`config.mk`:
```
export PLATFORM = sky130hd
export DESIGN_NAME = dual_pulse_sound_generator_flat
export DESIGN_NICKNAME = d
export VERILOG_FILES = /design/src/rtl/dpsg_pkg.sv /design/src/rtl/dpsg_if.sv /design/src/rtl/dual_pulse_sound_generator.sv /design/src/rtl/dpsg_sweep.sv /design/src/rtl/dpsg_pulse.sv /design/src/flat_wrapper.sv
export SDC_FILE = /design/constraint.sdc
export NUM_CORES = 1
export LEC_CHECK = 0
export BUFFER_PORTS_ARGS = -buffer_cell sky130_fd_sc_hd__buf_2
export CORE_UTILIZATION = 44
export DETAILED_ROUTE_END_ITERATION = 12
export PLACE_DENSITY = 0.67
export SYNTH_ARGS = -nofsm -noshare
export SYNTH_HDL_FRONTEND = slang
export SYNTH_SLANG_ARGS = --single-unit
```
`constraint.sdc`:
```
create_clock -name clock -period 8 [get_ports clock]
set_input_delay 0.8 -clock clock [delete_from_list [all_inputs] [get_ports clock]]
set_output_delay 0.8 -clock clock [all_outputs]
set_load 0.005 [all_outputs]
```
`src/rtl/dpsg_pkg.sv`:
```
// dpsg_pkg: shared types, register addresses, timing constants and the duty table
// for the dual pulse sound generator. Depends on nothing.

package dpsg_pkg;

   // bus addresses of the registers that respond
   localparam logic [15:0] ADDR_NR10 = 16'hFF10;
   localparam logic [15:0] ADDR_NR11 = 16'hFF11;
   localparam logic [15:0] ADDR_NR12 = 16'hFF12;
   localparam logic [15:0] ADDR_NR13 = 16'hFF13;
   localparam logic [15:0] ADDR_NR14 = 16'hFF14;
   localparam logic [15:0] ADDR_NR21 = 16'hFF16;
   localparam logic [15:0] ADDR_NR22 = 16'hFF17;
   localparam logic [15:0] ADDR_NR23 = 16'hFF18;
   localparam logic [15:0] ADDR_NR24 = 16'hFF19;
   localparam logic [15:0] ADDR_NR52 = 16'hFF26;

   // item kinds
   localparam logic FUNC_WRITE = 1'b0;
   localparam logic FUNC_TICK  = 1'b1;

   // timing units in ticks
   localparam int ENVELOPE_UNIT_TICKS = 16384;
   localparam int SWEEP_UNIT_TICKS    = 8192;
   localparam int LENGTH_UNIT_TICKS   = 4096;
   localparam int LENGTH_STEPS        = 64;

   // widths
   localparam int PERIOD_W    = 11;
   localparam int SWEEP_TMR_W = 16;
   localparam int ENV_TMR_W   = 17;
   localparam int LENGTH_W    = 19;
   localparam int VOLUME_W    = 4;
   localparam int SAMPLE_W    = 5;

   // channel register select
   typedef enum logic [1:0] {
      CH_REG_DUTY = 2'd0,
      CH_REG_ENV  = 2'd1,
      CH_REG_LOW  = 2'd2,
      CH_REG_HIGH = 2'd3
   } chan_reg_type;

   // register write toward one channel
   typedef struct packed {
      logic         en;
      chan_reg_type sel;
      logic [7:0]   data;
   } chan_write_type;

   // period update from the sweep unit
   typedef struct packed {
      logic                  apply;
      logic [PERIOD_W-1:0]   period;
   } sweep_type;

   // duty patterns selected by NRx1 bits 7..6
   function automatic logic [7:0] duty_pattern(input logic [1:0] sel);
      logic [7:0] pat;
      case (sel)
         2'd0:    pat = 8'h01;
         2'd1:    pat = 8'h03;
         2'd2:    pat = 8'h0F;
         default: pat = 8'hFC;
      endcase
      return pat;
   endfunction

endpackage

```
`src/rtl/dpsg_if.sv`:
```
// dpsg_req_if and dpsg_rsp_if: valid/ready channels of the sound generator.
// Depends on dpsg_pkg for field widths.

interface dpsg_req_if;
   logic        valid;
   logic        ready;
   logic        func;
   logic [15:0] address;
   logic [7:0]  data;

   modport source (output valid, output func, output address, output data, input ready);
   modport sink   (input valid, input func, input address, input data, output ready);
endinterface

interface dpsg_rsp_if;
   logic                          valid;
   logic                          ready;
   logic [dpsg_pkg::SAMPLE_W-1:0] sample;

   modport source (output valid, output sample, input ready);
   modport sink   (input valid, input sample, output ready);
endinterface

```
`src/rtl/dual_pulse_sound_generator.sv`:
```
// dual_pulse_sound_generator: two pulse channels behind byte registers.
// Depends on dpsg_pkg, dpsg_if, dpsg_sweep and dpsg_pulse.
//
//   channel    dir  payload                      word
//   req_chan   in   func, address[15:0], data    register write or one tick
//   rsp_chan   out  sample[4:0]                  mixed level, one per tick
//
// An accepted word is held in the input register, then the state update and the
// mix happen in one pass into the result register, one word per cycle sustained
// while rsp_chan does not stall. The input register refills while a result waits.
// A write produces no result. Synchronous reset clears the valid flags, the power
// bit and the channel and sweep registers to zero; the input word and the sample
// are not reset. A stall on rsp_chan holds the result and, once the input register is full, drops req_chan.ready.

module dual_pulse_sound_generator (
   input  logic       clock,
   input  logic       reset,
   dpsg_req_if.sink   req_chan,
   dpsg_rsp_if.source rsp_chan
);

   logic                          in_valid_ff, in_valid_in;
   logic                          in_func_ff, in_func_in;
   logic [15:0]                   in_address_ff, in_address_in;
   logic [7:0]                    in_data_ff, in_data_in;
   logic                          out_valid_ff, out_valid_in;
   logic [dpsg_pkg::SAMPLE_W-1:0] sample_ff, sample_in;
   logic                          power_ff, power_in;

   logic                          advance;
   logic                          is_write, is_tick;
   logic                          sweep_wr;
   dpsg_pkg::chan_write_type      wr_ch1, wr_ch2;
   dpsg_pkg::sweep_type           sweep_ch1, sweep_none;
   logic                          active_ch1, active_ch2;
   logic [dpsg_pkg::PERIOD_W-1:0] period_ch1, period_ch2;
   logic [dpsg_pkg::VOLUME_W-1:0] level_ch1, level_ch2;
   logic                          chan_tick;

   // handshake
   assign advance        = in_valid_ff && (!out_valid_ff || rsp_chan.ready);
   assign req_chan.ready = !reset && (!in_valid_ff || advance);
   assign rsp_chan.valid = out_valid_ff;
   assign rsp_chan.sample = sample_ff;

   assign is_write  = advance && (in_func_ff == dpsg_pkg::FUNC_WRITE);
   assign is_tick   = advance && (in_func_ff == dpsg_pkg::FUNC_TICK);
   assign chan_tick = is_tick && power_ff;

   // address decode
   always_comb begin
      sweep_wr     = 1'b0;
      power_in     = power_ff;
      wr_ch1.en    = 1'b0;
      wr_ch1.sel   = dpsg_pkg::CH_REG_DUTY;
      wr_ch1.data  = in_data_ff;
      wr_ch2.en    = 1'b0;
      wr_ch2.sel   = dpsg_pkg::CH_REG_DUTY;
      wr_ch2.data  = in_data_ff;
      unique case (in_address_ff)
         dpsg_pkg::ADDR_NR10: sweep_wr = is_write;
         dpsg_pkg::ADDR_NR11: begin
            wr_ch1.en = is_write; wr_ch1.sel = dpsg_pkg::CH_REG_DUTY;
         end
         dpsg_pkg::ADDR_NR12: begin
            wr_ch1.en = is_write; wr_ch1.sel = dpsg_pkg::CH_REG_ENV;
         end
         dpsg_pkg::ADDR_NR13: begin
            wr_ch1.en = is_write; wr_ch1.sel = dpsg_pkg::CH_REG_LOW;
         end
         dpsg_pkg::ADDR_NR14: begin
            wr_ch1.en = is_write; wr_ch1.sel = dpsg_pkg::CH_REG_HIGH;
         end
         dpsg_pkg::ADDR_NR21: begin
            wr_ch2.en = is_write; wr_ch2.sel = dpsg_pkg::CH_REG_DUTY;
         end
         dpsg_pkg::ADDR_NR22: begin
            wr_ch2.en = is_write; wr_ch2.sel = dpsg_pkg::CH_REG_ENV;
         end
         dpsg_pkg::ADDR_NR23: begin
            wr_ch2.en = is_write; wr_ch2.sel = dpsg_pkg::CH_REG_LOW;
         end
         dpsg_pkg::ADDR_NR24: begin
            wr_ch2.en = is_write; wr_ch2.sel = dpsg_pkg::CH_REG_HIGH;
         end
         dpsg_pkg::ADDR_NR52: begin
            if (is_write) begin
               power_in = in_data_ff[7];
            end
         end
         default: ;
      endcase
   end

   // channel 1 sweep
   dpsg_sweep u_sweep (
      .clock     (clock),
      .reset     (reset),
      .wr_en     (sweep_wr),
      .wr_data   (in_data_ff),
      .step      (chan_tick && active_ch1),
      .period_in (period_ch1),
      .sweep     (sweep_ch1)
   );

   assign sweep_none = '0;

   dpsg_pulse u_ch1 (
      .clock  (clock),
      .reset  (reset),
      .wr     (wr_ch1),
      .tick   (chan_tick),
      .sweep  (sweep_ch1),
      .active (active_ch1),
      .period (period_ch1),
      .level  (level_ch1)
   );

   dpsg_pulse u_ch2 (
      .clock  (clock),
      .reset  (reset),
      .wr     (wr_ch2),
      .tick   (chan_tick),
      .sweep  (sweep_none),
      .active (active_ch2),
      .period (period_ch2),
      .level  (level_ch2)
   );

   // input and result registers
   always_comb begin
      in_valid_in   = in_valid_ff;
      in_func_in    = in_func_ff;
      in_address_in = in_address_ff;
      in_data_in    = in_data_ff;
      if (advance) begin
         in_valid_in = 1'b0;
      end
      if (req_chan.valid && req_chan.ready) begin
         in_valid_in   = 1'b1;
         in_func_in    = req_chan.func;
         in_address_in = req_chan.address;
         in_data_in    = req_chan.data;
      end

      out_valid_in = out_valid_ff;
      sample_in    = sample_ff;
      if (out_valid_ff && rsp_chan.ready) begin
         out_valid_in = 1'b0;
      end
      if (is_tick) begin
         out_valid_in = 1'b1;
         sample_in    = dpsg_pkg::SAMPLE_W'(level_ch1) + dpsg_pkg::SAMPLE_W'(level_ch2);
      end
   end

   always_ff @(posedge clock) begin
      if (reset) begin
         in_valid_ff  <= 1'b0;
         out_valid_ff <= 1'b0;
         power_ff     <= 1'b0;
      end else begin
         in_valid_ff  <= in_valid_in;
         out_valid_ff <= out_valid_in;
         power_ff     <= power_in;
      end
   end

   always_ff @(posedge clock) begin
      in_func_ff    <= in_func_in;
      in_address_ff <= in_address_in;
      in_data_ff    <= in_data_in;
      sample_ff     <= sample_in;
   end

   // channel 2 period is not needed outside the channel
   logic unused_period_ch2;
   assign unused_period_ch2 = ^{period_ch2, active_ch2};

endmodule

```
`src/rtl/dpsg_sweep.sv`:
```
// dpsg_sweep: channel 1 frequency sweep, holding NR10 and the sweep timer.
// Depends on dpsg_pkg.

module dpsg_sweep (
   input  logic                          clock,
   input  logic                          reset,
   input  logic                          wr_en,
   input  logic [7:0]                    wr_data,
   input  logic                          step,
   input  logic [dpsg_pkg::PERIOD_W-1:0] period_in,
   output dpsg_pkg::sweep_type           sweep
);

   logic [6:0]                       sweep_reg_ff, sweep_reg_in;
   logic [dpsg_pkg::SWEEP_TMR_W-1:0] timer_ff, timer_in;
   logic [dpsg_pkg::SWEEP_TMR_W-1:0] timer_inc, timer_limit;
   logic [2:0]                       steps;
   logic [dpsg_pkg::PERIOD_W-1:0]    delta;
   logic [dpsg_pkg::PERIOD_W:0]      up_sum;
   logic                             fire;

   assign steps       = sweep_reg_ff[6:4];
   assign timer_inc   = timer_ff + 1'b1;
   assign timer_limit = dpsg_pkg::SWEEP_TMR_W'(steps * dpsg_pkg::SWEEP_UNIT_TICKS);
   assign fire        = (steps != 3'd0) && (timer_inc >= timer_limit);

   // new period: up saturates at the top, down cannot go below zero
   assign delta  = period_in >> sweep_reg_ff[2:0];
   assign up_sum = {1'b0, period_in} + {1'b0, delta};

   always_comb begin
      sweep.apply = step && fire;
      if (sweep_reg_ff[3]) begin
         sweep.period = up_sum[dpsg_pkg::PERIOD_W] ? '1 : up_sum[dpsg_pkg::PERIOD_W-1:0];
      end else begin
         sweep.period = period_in - delta;
      end
   end

   // register and timer update
   always_comb begin
      sweep_reg_in = sweep_reg_ff;
      timer_in     = timer_ff;
      if (wr_en) begin
         sweep_reg_in = wr_data[6:0];
      end
      if (step) begin
         if (steps == 3'd0 || fire) begin
            timer_in = '0;
         end else begin
            timer_in = timer_inc;
         end
      end
   end

   always_ff @(posedge clock) begin
      if (reset) begin
         sweep_reg_ff <= '0;
         timer_ff     <= '0;
      end else begin
         sweep_reg_ff <= sweep_reg_in;
         timer_ff     <= timer_in;
      end
   end

endmodule

```
`src/rtl/dpsg_pulse.sv`:
```
// dpsg_pulse: one pulse channel with duty stepping, length countdown and envelope.
// Depends on dpsg_pkg.

module dpsg_pulse (
   input  logic                          clock,
   input  logic                          reset,
   input  dpsg_pkg::chan_write_type      wr,
   input  logic                          tick,
   input  dpsg_pkg::sweep_type           sweep,
   output logic                          active,
   output logic [dpsg_pkg::PERIOD_W-1:0] period,
   output logic [dpsg_pkg::VOLUME_W-1:0] level
);

   logic [1:0]                        duty_sel_ff, duty_sel_in;
   logic [7:0]                        env_reg_ff, env_reg_in;
   logic [7:0]                        low_ff, low_in;
   logic                              len_en_ff, len_en_in;
   logic [dpsg_pkg::PERIOD_W-1:0]     period_ff, period_in;
   logic [dpsg_pkg::PERIOD_W-1:0]     counter_ff, counter_in;
   logic [2:0]                        pos_ff, pos_in;
   logic [7:0]                        pattern_ff, pattern_in;
   logic                              wave_ff, wave_in;
   logic [dpsg_pkg::VOLUME_W-1:0]     vol_ff, vol_in;
   logic [dpsg_pkg::ENV_TMR_W-1:0]    env_tmr_ff, env_tmr_in;
   logic [dpsg_pkg::LENGTH_W-1:0]     len_ff, len_in;

   logic                              run;
   logic [dpsg_pkg::PERIOD_W-1:0]     period_cur;
   logic [dpsg_pkg::PERIOD_W:0]       count_sum;
   logic                              duty_step;
   logic                              muted;
   logic [2:0]                        env_steps;
   logic [dpsg_pkg::ENV_TMR_W-1:0]    env_inc, env_limit;

   assign active = env_reg_ff[7:4] != 4'd0;
   assign run    = tick && active;
   assign period = period_ff;

   // duty step when counter + 1 reaches 2048 - period
   assign period_cur = sweep.apply ? sweep.period : period_ff;
   assign count_sum  = {1'b0, counter_ff} + {1'b0, period_cur} + 1'b1;
   assign duty_step  = count_sum[dpsg_pkg::PERIOD_W];

   assign env_steps = env_reg_ff[2:0];
   assign env_inc   = env_tmr_ff + 1'b1;
   assign env_limit = dpsg_pkg::ENV_TMR_W'(env_steps * dpsg_pkg::ENVELOPE_UNIT_TICKS);

   always_comb begin
      duty_sel_in = duty_sel_ff;
      env_reg_in  = env_reg_ff;
      low_in      = low_ff;
      len_en_in   = len_en_ff;
      period_in   = period_ff;
      counter_in  = counter_ff;
      pos_in      = pos_ff;
      pattern_in  = pattern_ff;
      wave_in     = wave_ff;
      vol_in      = vol_ff;
      env_tmr_in  = env_tmr_ff;
      len_in      = len_ff;
      muted       = 1'b0;

      // register writes
      if (wr.en) begin
         case (wr.sel)
            dpsg_pkg::CH_REG_DUTY: begin
               duty_sel_in = wr.data[7:6];
               len_in = dpsg_pkg::LENGTH_W'((dpsg_pkg::LENGTH_STEPS - int'(wr.data[5:0]))
                                            * dpsg_pkg::LENGTH_UNIT_TICKS);
            end
            dpsg_pkg::CH_REG_ENV: begin
               env_reg_in = wr.data;
               vol_in     = wr.data[7:4];
            end
            dpsg_pkg::CH_REG_LOW: begin
               low_in = wr.data;
            end
            default: begin
               len_en_in = wr.data[6];
               period_in = {wr.data[2:0], low_ff};
               if (wr.data[7]) begin
                  counter_in = '0;
               end
            end
         endcase
      end

      // one tick of a running channel
      if (run) begin
         period_in = period_cur;
         if (duty_step) begin
            counter_in = '0;
            if (pos_ff == 3'd0) begin
               pattern_in = dpsg_pkg::duty_pattern(duty_sel_ff);
            end
            wave_in = pattern_in[pos_ff];
            pos_in  = pos_ff + 1'b1;
         end else begin
            counter_in = counter_ff + 1'b1;
         end

         // length countdown
         if (len_en_ff) begin
            if (len_ff == '0) begin
               muted = 1'b1;
            end else begin
               len_in = len_ff - 1'b1;
            end
         end

         // envelope
         if (env_steps != 3'd0) begin
            if (env_inc >= env_limit) begin
               env_tmr_in = '0;
               if (env_reg_ff[3]) begin
                  if (vol_ff != '1) begin
                     vol_in = vol_ff + 1'b1;
                  end
               end else if (vol_ff != '0) begin
                  vol_in = vol_ff - 1'b1;
               end
            end else begin
               env_tmr_in = env_inc;
            end
         end else begin
            env_tmr_in = '0;
         end
      end

      level = (run && !muted && wave_in) ? vol_in : '0;
   end

   always_ff @(posedge clock) begin
      if (reset) begin
         duty_sel_ff <= '0;
         env_reg_ff  <= '0;
         low_ff      <= '0;
         len_en_ff   <= 1'b0;
         period_ff   <= '0;
         counter_ff  <= '0;
         pos_ff      <= '0;
         pattern_ff  <= '0;
         wave_ff     <= 1'b0;
         vol_ff      <= '0;
         env_tmr_ff  <= '0;
         len_ff      <= '0;
      end else begin
         duty_sel_ff <= duty_sel_in;
         env_reg_ff  <= env_reg_in;
         low_ff      <= low_in;
         len_en_ff   <= len_en_in;
         period_ff   <= period_in;
         counter_ff  <= counter_in;
         pos_ff      <= pos_in;
         pattern_ff  <= pattern_in;
         wave_ff     <= wave_in;
         vol_ff      <= vol_in;
         env_tmr_ff  <= env_tmr_in;
         len_ff      <= len_in;
      end
   end

endmodule

```
`src/flat_wrapper.sv`:
```
// flat-port wrapper written by rule: the top's interface ports become plain ports
module dual_pulse_sound_generator_flat 
  (clock, reset, req_chan_valid, req_chan_func, req_chan_address, req_chan_data, req_chan_ready, rsp_chan_valid, rsp_chan_sample, rsp_chan_ready);
  dpsg_req_if req_chan_i ();
  dpsg_rsp_if rsp_chan_i ();
  input  logic clock;
  input  logic reset;
  input wire logic [$bits(req_chan_i.valid)-1:0] req_chan_valid;
  input wire logic [$bits(req_chan_i.func)-1:0] req_chan_func;
  input wire logic [$bits(req_chan_i.address)-1:0] req_chan_address;
  input wire logic [$bits(req_chan_i.data)-1:0] req_chan_data;
  output wire logic [$bits(req_chan_i.ready)-1:0] req_chan_ready;
  output wire logic [$bits(rsp_chan_i.valid)-1:0] rsp_chan_valid;
  output wire logic [$bits(rsp_chan_i.sample)-1:0] rsp_chan_sample;
  input wire logic [$bits(rsp_chan_i.ready)-1:0] rsp_chan_ready;
  assign req_chan_i.valid = req_chan_valid;
  assign req_chan_i.func = req_chan_func;
  assign req_chan_i.address = req_chan_address;
  assign req_chan_i.data = req_chan_data;
  assign req_chan_ready = req_chan_i.ready;
  assign rsp_chan_valid = rsp_chan_i.valid;
  assign rsp_chan_sample = rsp_chan_i.sample;
  assign rsp_chan_i.ready = rsp_chan_ready;
  dual_pulse_sound_generator u_core (.clock(clock), .reset(reset), .req_chan(req_chan_i), .rsp_chan(rsp_chan_i));
endmodule
```
==> results of run 1 <==
-- state kept, by name, indices dropped and copies added (netlist names), 16 cells and up --
name                     cells
u_core.u_ch2.len_ff         19
u_core.in_address_ff        16
u_core.u_sweep.timer_ff     16
u_core.u_ch1.env_tmr_ff     17
u_core.u_ch2.env_tmr_ff     17
u_core.u_ch1.len_ff         19
-- worst paths after layout --
path	from	end	slack, ns	cells after the start
max	u_core.u_sweep.sweep_reg_ff[0]	u_core.rsp_chan.sample[4]	0.81	25
min	req_chan_data[5]	u_core.in_data_ff[5]	0.42	1
max reg2reg	u_core.u_sweep.sweep_reg_ff[0]	u_core.rsp_chan.sample[4]	0.81	25
min reg2reg	u_core.u_ch1.pattern_ff[7]	u_core.u_ch1.pattern_ff[7]	0.45	2
-- per-layer routing --
layer / vias up / share of wire
li1: 6284 / -
met1: 5939 / 0.47
met2: 300 / 0.46
met3: 47 / 0.049
met4: 0 / 0.018
met5: - / 0
-- report_power, final --
group          switching, mW  internal (mW)
combinational         0.0307         0.0115
clock                  0.518          0.744
sequential            0.0108           1.24
total                  0.560           1.99
-- layout make-up --
cell class | count | area [sq um] | area share
Multi-Input combinational cell | 1339 | 8560 | 0.546
Sequential cell | 242 | 5140 | 0.328
Clock buffer | 32 | 724 | 0.0462
Tap cell | 435 | 544 | 0.0347
Timing Repair Buffer | 46 | 264 | 0.0168
Inverter | 70 | 263 | 0.0168
Clock inverter | 17 | 180 | 0.0115
-- cells in the final DEF, fill, tap and decap left out, types with 6 or more instances in the layout --
cell,netlist,routed
dfxtp_1,212,212
nor2_1,192,191
nand2_1,168,168
a21oi_1,154,154
o21ai_0,81,81
ha_1,77,77
inv_1,70,70
mux2i_1,65,65
nor3_1,56,56
nand3_1,52,52
xnor2_1,40,40
buf_2,8,34
nand2b_1,30,30
edfxtp_1,30,30
a22oi_1,29,29
clkbuf_16,0,27
and3_1,26,26
a311oi_1,25,25
nand4_1,24,24
and2_1,23,23
a31oi_1,22,22
or3_1,20,20
nor2b_1,18,18
nor4_1,17,17
xor2_1,13,13
a211oi_1,13,13
o21ai_1,13,13
nor3b_1,12,12
buf_4,0,11
or2_2,10,10
o21a_1,10,10
o211ai_1,10,10
a21o_1,8,8
nand3b_1,8,8
and4_1,7,7
mux2_2,7,7
mux4_2,6,6
a32oi_1,6,6
-- through the flow --
stage | instance area, sq um | setup slack [ns] | utilization | hold slack [ns] | total power [mW]
global route | 15700 | 0.279 | 0.493 | 0.406 | 2.63
floorplan | 14300 | 1.71 | - | 0.425 | 1.29
detailed placement | 14800 | 0.842 | 0.465 | 0.441 | 1.32
finish | 15700 | 0.805 | 0.493 | 0.422 | 2.55
CTS | 15700 | 0.828 | 0.493 | 0.404 | 2.58
global placement | 14800 | 1.10 | 0.465 | 0.434 | 1.31
-- cell families (layout without fill, tap and decap cells) --
kind of cell | after synthesis | after routing | share of synthesized area
AOI/OAI and AO/OA | 434 | 434 | 0.192
xor gates and xnor gates | 53 | 53 | 0.0324
adders and majority gates | 80 | 80 | 0.0715
buffers and inverters | 164 | 165 | 0.0437
DFF | 242 | 242 | 0.359
muxes | 79 | 79 | 0.0612
and+or+nand+nor | 693 | 693 | 0.240
==> flow_summary.json, run 1 <==
{
  "cellPowerDensity_nw_per_um2": 163,
  "clkLatencyLatePin_ns": 0.55,
  "met1_usage": 0.282,
  "min_period_ns": 7.19,
  "synthArstFlopShare": 0,
  "yosys.area.top_type_share": 0.296,
  "syn_area_sq_um": 14300,
  "root_buffer": "clkbuf_16",
  "die_h_um": 182,
  "io_pins": 36,
  "cts_buffers": 27,
  "start_util": 0.450,
  "critical_path.startpoint_type": "flip-flop",
  "synth.distinct_cells": 83,
  "cts_hold_buffers": 0,
  "path_max_fanout": 14,
  "max_stage_delay_ns": 0.64,
  "netlist_instances": 1745,
  "cts_tree": "built",
  "cp-end-kind": "flip-flop",
  "grt_pass1_vias": 11500,
  "area_growth_pct": 9.50,
  "postCtsSetupRepairBufs": 0,
  "syn_area_per_cell_sq_um": 8.21,
  "peakVddDrop_uv": 152,
  "grt_max_degree": 76,
  "synth_area_leader_cell": "dfxtp_1",
  "h-tree-depth": 1,
  "yosys_register_bits": 242,
  "grt_pass1_wl_um": 57400,
  "synth-edff-count": 30,
  "synth_most_common_cell": "dfxtp_1",
  "maxCapViolCount": 0,
  "crit_slowest_cell": "dfxtp_1",
  "finalSetupViolCount": 0,
  "drt_iter0_drc": 1011,
  "grt_busiest_layer": "met2",
  "final-hold-violation-count": 0,
  "grt-ovfl-total": 0,
  "slew_headroom": 0.225,
  "clockBufferDepth": 3,
  "grt_util_met3": 0.0239,
  "yosysSeqAreaShare": 0.359,
  "leakage_nw": 5.74,
  "rsz0062_at_grt": "no",
  "fillers": 2969,
  "cp_data_required_time_ns": 8.40,
  "antenna_found_initial": 0,
  "hold_class": "in -> reg",
  "skew_ns": 0.0252,
  "drc": 0,
  "drive_above_1_share": 0.0745,
  "vias": 12600,
  "core_sq_um": 31800,
  "gp_congestion": 0.898,
  "timing.fmax_mhz": 139,
  "track_usage": 0.206,
  "instances_no_fill": 2181,
  "post_cts_resize_count": 0,
  "dp.final_hpwl_um": 24200,
  "synth_nets": 1854,
  "port_buffers": 35,
  "critical_path_class": "reg -> reg",
  "num_rows": 65,
  "tns_ns": 0,
  "ant_nets": 0,
  "final_nets": 1835,
  "drtPass1Iterations": 5,
  "clkSinkCount": 242,
  "die_w_um": 182,
  "synth_top_cells_by_count": "212 x dfxtp_1, 192 x nor2_1, 168 x nand2_1",
  "synth_ff_type": "dfxtp_1",
  "vias_per_cell": 5.76,
  "arrival_ns": 7.60,
  "antenna_cells": 0,
  "worst_slew_pin_slew_ns": 1.16,
  "routed_wl_um": 34600,
  "wire_per_inst_um": 15.8,
  "worst-path-buf-inv": 2,
  "die_area_sq_um": 33300,
  "status": "complete, no violations",
  "cts.reportedPaths.clkPinSlew_ns": 0.06,
  "place_inst": 2132,
  "slew_violations": 0,
  "synth.top_cells.by_area": "dfxtp_1 30%, ha_1 6.7%, edfxtp_1 6.3%, a21oi_1 5.4%, nor2_1 5.0%",
  "grt_use_met2": 0.345,
  "fin_crit_sh": 0.899,
  "crit_family": "compound AO/OA/AOI/OAI gates",
  "yosysWarnings": 0
}
(Power assumes the default switching activity.)
==> run 2: changes to the inputs <==
- CORE_MARGIN: unset -> 4
==> flow_summary.json, run 2 (synthesis results as in run 1) <==
{
  "status": "complete, no violations",
  "ant_nets": 0,
  "antenna_found_initial": 0,
  "rsz0062_at_grt": "no",
  "multi_input_area_sq_um": 8560,
  "timing.fmax_mhz": 137,
  "die_h_um": 188,
  "die_w_um": 188,
  "postCtsSetupRepairBufs": 0,
  "final-hold-violation-count": 0,
  "grt_max_degree": 72,
  "critical_path_class": "reg -> reg",
  "antenna_cells": 0,
  "cts_tree": "built",
  "peakVddDrop_uv": 169,
  "root_buffer": "clkbuf_16",
  "min_period_ns": 7.32,
  "wire_per_inst_um": 16.3,
  "grt_pass1_wl_um": 58100,
  "instances_no_fill": 2180,
  "switching_share": 0.216,
  "clockBufferDepth": 3,
  "start_util": 0.450,
  "fin_crit_sh": 0.915,
  "post_cts_resize_count": 0,
  "drt_iter0_drc": 1176,
  "fillers": 3010,
  "maxCapViolCount": 0,
  "place_inst": 2132,
  "num_rows": 65,
  "power.switching_mw": 0.548,
  "vias": 12500,
  "slew_violations": 0,
  "reg2reg_from": "u_core.u_sweep.timer_ff[1]",
  "cp_data_required_time_ns": 8.40,
  "whs_endpoint": "u_core.in_address_ff[10]",
  "internal_power_mw": 1.99,
  "reg2reg_to": "u_core.rsp_chan.sample[4]",
  "path_max_fanout": 15,
  "rr_worst_depth": 26,
  "reg.largest.list": "u_core.u_ch1.len_ff: 19 flops, u_core.u_ch2.len_ff: 19 flops",
  "critical_path.startpoint_type": "flip-flop",
  "io_pins": 36,
  "gp_congestion": 0.894,
  "hold_depth": 1,
  "hold_class": "in -> reg",
  "whs_ns": 0.436,
  "cts_hold_buffers": 0,
  "leakage_nw": 5.72,
  "area_growth_pct": 9.44,
  "vias_per_cell": 5.74,
  "h-tree-depth": 1,
  "hp-start": "req_chan_address[10]",
  "grt-ovfl-total": 0,
  "register_area_sq_um": 5140,
  "cts_buffers": 26,
  "drc": 0,
  "pwr-share-seq": 0.491,
  "final_common_cell": "dfxtp_1",
  "pwr-share-clk": 0.492,
  "cts.reportedPaths.clkPinSlew_ns": 0.06,
  "finalSetupViolCount": 0,
  "cp-end-kind": "flip-flop",
  "drive_above_1_share": 0.0728,
  "clkLatencyLatePin_ns": 0.54,
  "r2r_slack_ns": 0.68,
  "track_usage": 0.192,
  "grt_pass1_vias": 11600,
  "core_sq_um": 31800,
  "tns_ns": 0,
  "skew_ns": 0.0172,
  "final_cell_mix": "212 x dfxtp_1, 191 x nor2_1, 168 x nand2_1, 154 x a21oi_1, 81 x o21ai_0",
  "slew_headroom": 0.233,
  "die_area_sq_um": 35500,
  "clkSinkCount": 242,
  "worst_slew_pin_slew_ns": 1.15,
  "dp.final_hpwl_um": 25300,
  "port_buffers": 35,
  "arrival_ns": 7.71,
  "comb_power_share": 0.017,
  "drtPass1Iterations": 5,
  "cellPowerDensity_nw_per_um2": 162,
  "final_nets": 1834,
  "routed_wl_um": 35500
}
-- run 2: changes by cell type in the layout (fill, tap and decap cells not counted), sizes merged --
cell and change:
clkbuf +2, clkinv -4, clkinvlp +2, inv -1
-- run 2: layout make-up --
cell class / count / share of cell area
well taps: 435 / 0.0347
clock buffers: 34 / 0.0467
clock inverters: 14 / 0.0105
flip-flops and latches: 242 / 0.328
multi-input cells: 1339 / 0.546
repair buffers: 46 / 0.0168
inverters: 70 / 0.0168
-- run 2: worst max-delay path, cell delays in order (launching register included) --
cell and delay [ns]:
dfxtp_1 0.42, ha_1 0.36, nand2_1 0.14, nor4_1 0.38, and3_1 0.26, nand3_1 0.11
xnor2_1 0.20, ha_1 0.28, nor2b_1 0.14, o21ai_0 0.20, nand2b_1 0.22, o21ai_1 0.89
mux2_2 0.44, ha_1 0.29, a21oi_1 0.15, o21ai_0 0.11, a221oi_1 0.49, o2111a_1 0.31
o21a_2 0.26, mux2i_1 0.39, and2_1 0.20, ha_1 0.18, inv_1 0.06, fa_1 0.40
nor2b_1 0.13, o21ai_0 0.08, nand2b_1 0.08
-- run 2: per-stage QoR --
stage / setup slack, ns / utilization / total power, mW / instance area [sq um]
3_5_place_dp: 0.749 / 0.465 / 1.32 / 14800
3_3_place_gp: 0.940 / 0.465 / 1.32 / 14800
2_1_floorplan: 1.71 / - / 1.29 / 14300
5_1_grt: 0.0528 / 0.493 / 2.62 / 15700
6_report: 0.682 / 0.493 / 2.54 / 15700
4_1_cts: 0.699 / 0.493 / 2.57 / 15700
-- run 2: how the worst max path moves through the flow --
| stage | start | cells past startpoint | slack (ns) | endpoint |
|---|---|---|---|---|
| after CTS | u_core.u_sweep.timer_ff[1] | 26 | 0.70 | u_core.rsp_chan.sample[4] |
| final | u_core.u_sweep.timer_ff[1] | 26 | 0.68 | u_core.rsp_chan.sample[4] |
| after floorplan | u_core.u_sweep.sweep_reg_ff[1] | 26 | 1.71 | u_core.rsp_chan.sample[2] |
| after detailed placement | u_core.u_sweep.sweep_reg_ff[0] | 25 | 0.75 | u_core.rsp_chan.sample[4] |
| after global routing | u_core.u_sweep.sweep_reg_ff[0] | 25 | 0.05 | u_core.rsp_chan.sample[4] |
| after global placement | u_core.u_sweep.timer_ff[0] | 26 | 0.94 | u_core.rsp_chan.sample[4] |
-- run 2: routing by layer --
metal / vias up / track usage / wire length (um)
li1: 6279 / - / -
met1: 5820 / 0.265 / 16400
met2: 354 / 0.313 / 16100
met3: 63 / 0.0339 / 2100
met4: 0 / 0.0524 / 901
met5: - / 0 / 0
-- run 2: power by group through the flow --
| stage | registers (mW) | logic, mW | clock network [mW] |
|---|---|---|---|
| final | 1.25 | 0.0434 | 1.25 |
| after global routing | 1.25 | 0.0478 | 1.33 |
| after CTS | 1.25 | 0.0439 | 1.28 |
| after detailed placement | 1.27 | 0.0437 | 0 |
| after global placement | 1.27 | 0.0436 | 0 |
| after floorplan | 1.26 | 0.0291 | 0 |
